## src/rtl/core/f2p16_pkg.sv

```systemverilog
// Package with binary32 field widths and PCM conversion constants.
package f2p16_pkg;
   localparam int unsigned SampleWidth = 32;
   localparam int unsigned PcmWidth    = 16;
   localparam int unsigned MantWidth   = 24;
   localparam int unsigned ProdWidth   = 39;
   localparam logic [7:0]  ExpMax      = 8'hFF;
   localparam logic [7:0]  ExpOne      = 8'd127;
   localparam logic [7:0]  ExpMinLive  = 8'd111;
   localparam logic [7:0]  ExpBias     = 8'd150;
   localparam logic [14:0] PcmScale    = 15'd32767;
   localparam logic signed [15:0] PcmFull = 16'sd32767;
endpackage

```

## src/rtl/core/float_to_pcm16_converter.sv

```systemverilog
// Top level: binary32 audio sample to 16-bit PCM converter.
//
// Input channel req_*: one raw binary32 sample per transaction on
// req_sample_bits. Result channel rsp_*: one signed PCM value per
// transaction on rsp_pcm_value.
// NaN gives 0; everything else is clamped to [-1, 1], scaled by 32767 with
// single-precision round-to-nearest-even, then rounded half away from zero.
// The result is registered: the accepting edge loads it and sets rsp_valid.
// Throughput: one transaction per cycle while the receiver does not hold
// rsp_stall, set by the single result register that holds the scaled and rounded value.
// req_stall is high only while a result waits in the result register and
// the receiver holds rsp_stall; the held result does not change then.
// Reset (synchronous, active high) empties the result register; there is
// no other state.
module float_to_pcm16_converter (
   input  logic                                 clock,
   input  logic                                 reset,
   input  logic                                 req_valid,
   output logic                                 req_stall,
   input  logic [f2p16_pkg::SampleWidth-1:0]    req_sample_bits,
   output logic                                 rsp_valid,
   input  logic                                 rsp_stall,
   output logic signed [f2p16_pkg::PcmWidth-1:0] rsp_pcm_value
);
   import f2p16_pkg::*;

   logic                         sign;
   logic [7:0]                   expo;
   logic [22:0]                  frac;
   logic                         is_nan;
   logic [7:0]                   e_c;
   logic [MantWidth-1:0]         mant;
   logic [ProdWidth-1:0]         prod;
   logic [MantWidth-1:0]         keep;
   logic                         guard;
   logic                         sticky;
   logic [MantWidth:0]           rnd;
   logic [7:0]                   k;
   logic [7:0]                   n;
   logic [4:0]                   sh;
   logic [MantWidth:0]           t;
   logic [MantWidth:0]           mag;
   logic signed [PcmWidth-1:0]   pcm;
   logic                         accept;

   logic                         rsp_valid_ff, rsp_valid_in;
   logic signed [PcmWidth-1:0]   rsp_pcm_ff, rsp_pcm_in;

   always_comb begin
      sign   = req_sample_bits[31];
      expo   = req_sample_bits[30:23];
      frac   = req_sample_bits[22:0];
      is_nan = (expo == ExpMax) && (frac != 23'd0);
      // clamp magnitudes above one (infinities too) to exactly one
      if (expo >= ExpOne) begin
         e_c  = ExpOne;
         mant = {1'b1, 23'd0};
      end else begin
         e_c  = expo;
         mant = {(expo != 8'd0), frac};
      end
      prod = {15'd0, mant} * {24'd0, PcmScale};
      // round the exact product to 24 bits, nearest even
      if (prod[ProdWidth-1]) begin
         keep   = prod[38:15];
         guard  = prod[14];
         sticky = |prod[13:0];
         k      = 8'd15;
      end else begin
         keep   = prod[37:14];
         guard  = prod[13];
         sticky = |prod[12:0];
         k      = 8'd14;
      end
      rnd = {1'b0, keep} + {{MantWidth{1'b0}}, guard & (sticky | keep[0])};
      n   = ExpBias - k - e_c;
      sh  = 5'(n - 8'd1);
      t   = rnd >> sh;
      mag = (t + {{MantWidth{1'b0}}, 1'b1}) >> 1;
      if (is_nan || (e_c < ExpMinLive)) begin
         pcm = '0;
      end else if (sign) begin
         pcm = -$signed(mag[PcmWidth-1:0]);
      end else begin
         pcm = $signed(mag[PcmWidth-1:0]);
      end
   end

   assign req_stall = rsp_valid_ff && rsp_stall;
   assign accept    = req_valid && !req_stall;

   always_comb begin
      rsp_valid_in = rsp_valid_ff;
      rsp_pcm_in   = rsp_pcm_ff;
      if (!req_stall) begin
         rsp_valid_in = req_valid;
      end
      if (accept) begin
         rsp_pcm_in = pcm;
      end
   end

   always_ff @(posedge clock) begin
      if (reset) begin
         rsp_valid_ff <= 1'b0;
      end else begin
         rsp_valid_ff <= rsp_valid_in;
      end
      rsp_pcm_ff <= rsp_pcm_in;
   end

   assign rsp_valid     = rsp_valid_ff;
   assign rsp_pcm_value = rsp_pcm_ff;

   a_reset_empty: assert property (@(posedge clock) reset |=> !rsp_valid)
      else $error("result register not emptied by reset");
   a_range: assert property (@(posedge clock) disable iff (reset)
      rsp_valid |-> (rsp_pcm_value <= PcmFull) && (rsp_pcm_value >= -PcmFull))
      else $error("pcm value out of range");
   a_nan_silent: assert property (@(posedge clock) disable iff (reset)
      (accept && is_nan) |=> (rsp_valid && rsp_pcm_value == 16'sd0))
      else $error("NaN did not give silence");
   a_accept_loads: assert property (@(posedge clock) disable iff (reset)
      accept |=> rsp_valid)
      else $error("accepted transaction lost");
endmodule
```

## config.mk

```make
export PLATFORM = sky130hd
export DESIGN_NAME = float_to_pcm16_converter
export DESIGN_NICKNAME = d
export VERILOG_FILES = /design/src/rtl/core/f2p16_pkg.sv /design/src/rtl/core/float_to_pcm16_converter.sv
export SDC_FILE = /design/constraint.sdc
export NUM_CORES = 1
export LEC_CHECK = 0
export ABC_CLOCK_PERIOD_IN_PS = 28800
export BUFFER_PORTS_ARGS = -buffer_cell sky130_fd_sc_hd__buf_2
export CAP_MARGIN = 25
export CORE_ASPECT_RATIO = 1.2
export CORE_MARGIN = 4
export CORE_UTILIZATION = 33
export CTS_CLUSTER_DIAMETER = 150
export DETAILED_ROUTE_END_ITERATION = 8
export PLACE_DENSITY = 0.54
export SLEW_MARGIN = 20
export SYNTH_ARGS = -nofsm -noshare
export SYNTH_HDL_FRONTEND = slang
export SYNTH_SLANG_ARGS = --single-unit
export TNS_END_PERCENT = 100
```

## constraint.sdc

```tcl
create_clock -name clock -period 28.8 [get_ports clock]
set_input_delay 1.44 -clock clock [delete_from_list [all_inputs] [get_ports clock]]
set_output_delay 1.44 -clock clock [all_outputs]
set_load 0.01 [all_outputs]
```

==> flow_summary.toml <==
[run_status]
outcome = "finished clean"

[floorplanning]
ios = 54
die-area_mm2 = 0.0417
num_rows = 78
start_util = 0.335
dieHeight_um = 223
core-area_mm2 = 0.0380
die-width_um = 187

[min_path]
min_from = "rsp_valid$_SDFFE_PP0N_"
hold_class = "reg -> reg"

[clock_network]
cts-root-buf = "clkbuf_16"
cts_sinks = 17
clock_latency_ns = 0.24
h-tree-depth = 1
clockBufferDepth = 2
cts-resized-gates = 0
postCtsHoldBufs = 0
post_cts_buffers = 0
cts_tree = "built"
clk_pin_slew_ns = 0.05
cts_buffers = 3

[worst_setup_path]
critPathLaunchType = "input pin"
path_buf_inv = 10
worstPathArrival_ns = 15.55
crit_cells = 43
worstPathRequired_ns = 28.80
crit_slowest_cell = "nor2_1"
cp-end-kind = "register"
r2r_cells = 3
critPathMaxStageDelay_ns = 0.82
r2r_slack_ns = 27.62
critPathKind = "in -> reg"
worst-path-max-fanout = 26
path_delay_family = "adder cells"
r2r-end = "rsp_pcm_value[0]$_SDFFCE_PP0P_"
cp-endpoint = "rsp_pcm_value[15]$_SDFFCE_PP0P_"
reg2reg_from = "rsp_valid$_SDFFE_PP0N_"
critPathLaunch = "req_sample_bits[27]"

[routing]
drt_iter0_drc = 915
ant_nets = 0
wirelength_um = 40200
viasPerCell = 5.70
vias = 11830
drc = 0
wl_per_cell_um = 19.4
firstDrtPassIters = 7

[placed_design]
dp_hpwl_um = 34900
pre_cts_ws_ns = 13.08
portBuffers = 53
dp_cells = 2069
gp_congestion = 0.954

[synthesis]
netlist_area_mm2 = 0.0127
async_flop_share = 0
synth_edf_count = 16
synth_ff_type = "edfxtp_1"
synthesis.nets = 1897
synth_seq_cells = 17
synth-seq-area-share = 0.0394
ys_warn_count = 0
ys_types = 95
syn_inst = 1589
syn_avg_cell_area_um2 = 7.99

[grt]
grt_max_degree = 30
grt_first_pass_wirelength_um = 66300
grt_pass1_vias = 11976
overflow = 0
grt_usage = 0.192
antenna_found_initial = 0

[sta]
fin_crit_ns = 15.55
fmax_mhz = 64.3
setup-tns-final_ns = 0
skew_ns = 0.00595
drv_slew = 0
hold_viol = 0
worst_pin_slew_ns = 1.01
rsz0062_at_grt = "false"
setup_viol = 0
fin_crit_sh = 0.540
maxSlewHeadroom = 0.327
fin_ws_ns = 13.25

[layout]
nNetsFinal = 1903
fill_cells = 4022
antenna_cells = 0
final_common_cell = "inv_1"
post-route-util = 0.354
final_cell_mix = "inv_1 (261), fa_1 (167), nor2_1 (125), ha_1 (105), nand2_1 (99)"
area_growth_pct = 5.66
stdcell_count = 2074
drive_above_1_share = 0.0728

[job]
max_cap_viol_count = 0
synthesized netlist by cell type, types with 5 or more instances:
master	count	area [um^2]
a22oi_1	10	75.1
a21oi_1	81	405
or3_1	8	50.1
ha_1	105	1310
or2_2	9	56.3
edfxtp_1	16	480
inv_1	261	980
a21o_1	17	128
fa_1	167	3340
clkbuf_1	28	105
o32ai_1	5	43.8
nor4_1	25	156
buf_4	8	60.1
nor2b_1	5	31.3
and2_1	34	213
o31ai_1	10	75.1
and4_1	15	131
xnor2_1	48	420
buf_2	20	100
a211o_1	8	70.1
o2111ai_1	15	131
o21ai_1	7	35.0
o211ai_1	22	165
a31oi_1	15	93.8
nand3_1	43	215
xor2_1	27	236
nor2_1	125	469
and3_1	20	125
mux2i_1	25	250
nand4_1	35	219
a32oi_1	9	78.8
o21bai_1	5	37.5
nand2_1	99	372
a221oi_1	9	78.8
o21a_1	14	105
nor3_1	41	205
a21oi_2	6	52.6
o22ai_1	5	31.3
a211oi_1	16	120
nor4b_1	5	43.8
o21ai_0	57	285
or4_1	5	37.5
metrics by stage:
step / area (um^2) / hold WS [ns]
floorplan: 12700 / 0.680
global placement: 13300 / 0.591
detailed placement: 13300 / 0.620
CTS: 13400 / 0.632
global route: 13400 / 0.655
finish: 13400 / 0.632
registers in the layout (all words and copies together), names as in the netlist:
name           flops
rsp_pcm_value     16
rsp_valid          1
per-layer routing:
metal / vias to the layer above / routed length, um / global-route usage
met4: 0 / 920 / 0.0372
met1: 5752 / 17700 / 0.261
met3: 63 / 1820 / 0.0100
met2: 418 / 19800 / 0.342
met5: - / 0 / 0
li1: 5597 / - / -
worst reg2reg max path, delay by kind of cell (launching register included):
| family | cells | cell delay (ns) |
|---|---|---|
| DFF | 1 | 0.30 |
| and+or+nand+nor | 2 | 0.30 |
| buffers and inverters | 1 | 0.25 |
how the worst min path moves through the flow:
stage / endpoint / slack [ns] / depth (start not counted)
2_1_floorplan: rsp_valid$_SDFFE_PP0N_ / 0.68 / 3
5_1_grt: rsp_valid$_SDFFE_PP0N_ / 0.66 / 3
3_5_place_dp: rsp_valid$_SDFFE_PP0N_ / 0.62 / 3
6_report: rsp_valid$_SDFFE_PP0N_ / 0.63 / 3
3_3_place_gp: rsp_valid$_SDFFE_PP0N_ / 0.59 / 3
4_1_cts: rsp_valid$_SDFFE_PP0N_ / 0.63 / 3
layout make-up:
cell class	count	area (um^2)	area share
Multi-Input combinational cell	1248	10900	0.814
Inverter	263	987	0.0736
Tap cell	480	601	0.0448
Sequential cell	17	500	0.0373
Timing Repair Buffer	62	333	0.0248
Clock buffer	3	75.1	0.00559
Clock inverter	1	5.00	0.000373
cell families after synthesis:
family | after synthesis | synth area share
flip-flops | 17 | 0.0394
XOR/XNOR | 75 | 0.0517
AND/OR/NAND/NOR | 490 | 0.199
adder cells (fa/ha/maj) | 274 | 0.368
multiplexers | 33 | 0.0303
AO/OA/AOI/OAI | 376 | 0.211
buffers and inverters | 324 | 0.101
Power is not shown: default switching activity piles up to over one toggle a cycle in this logic, so the estimate is an artifact.
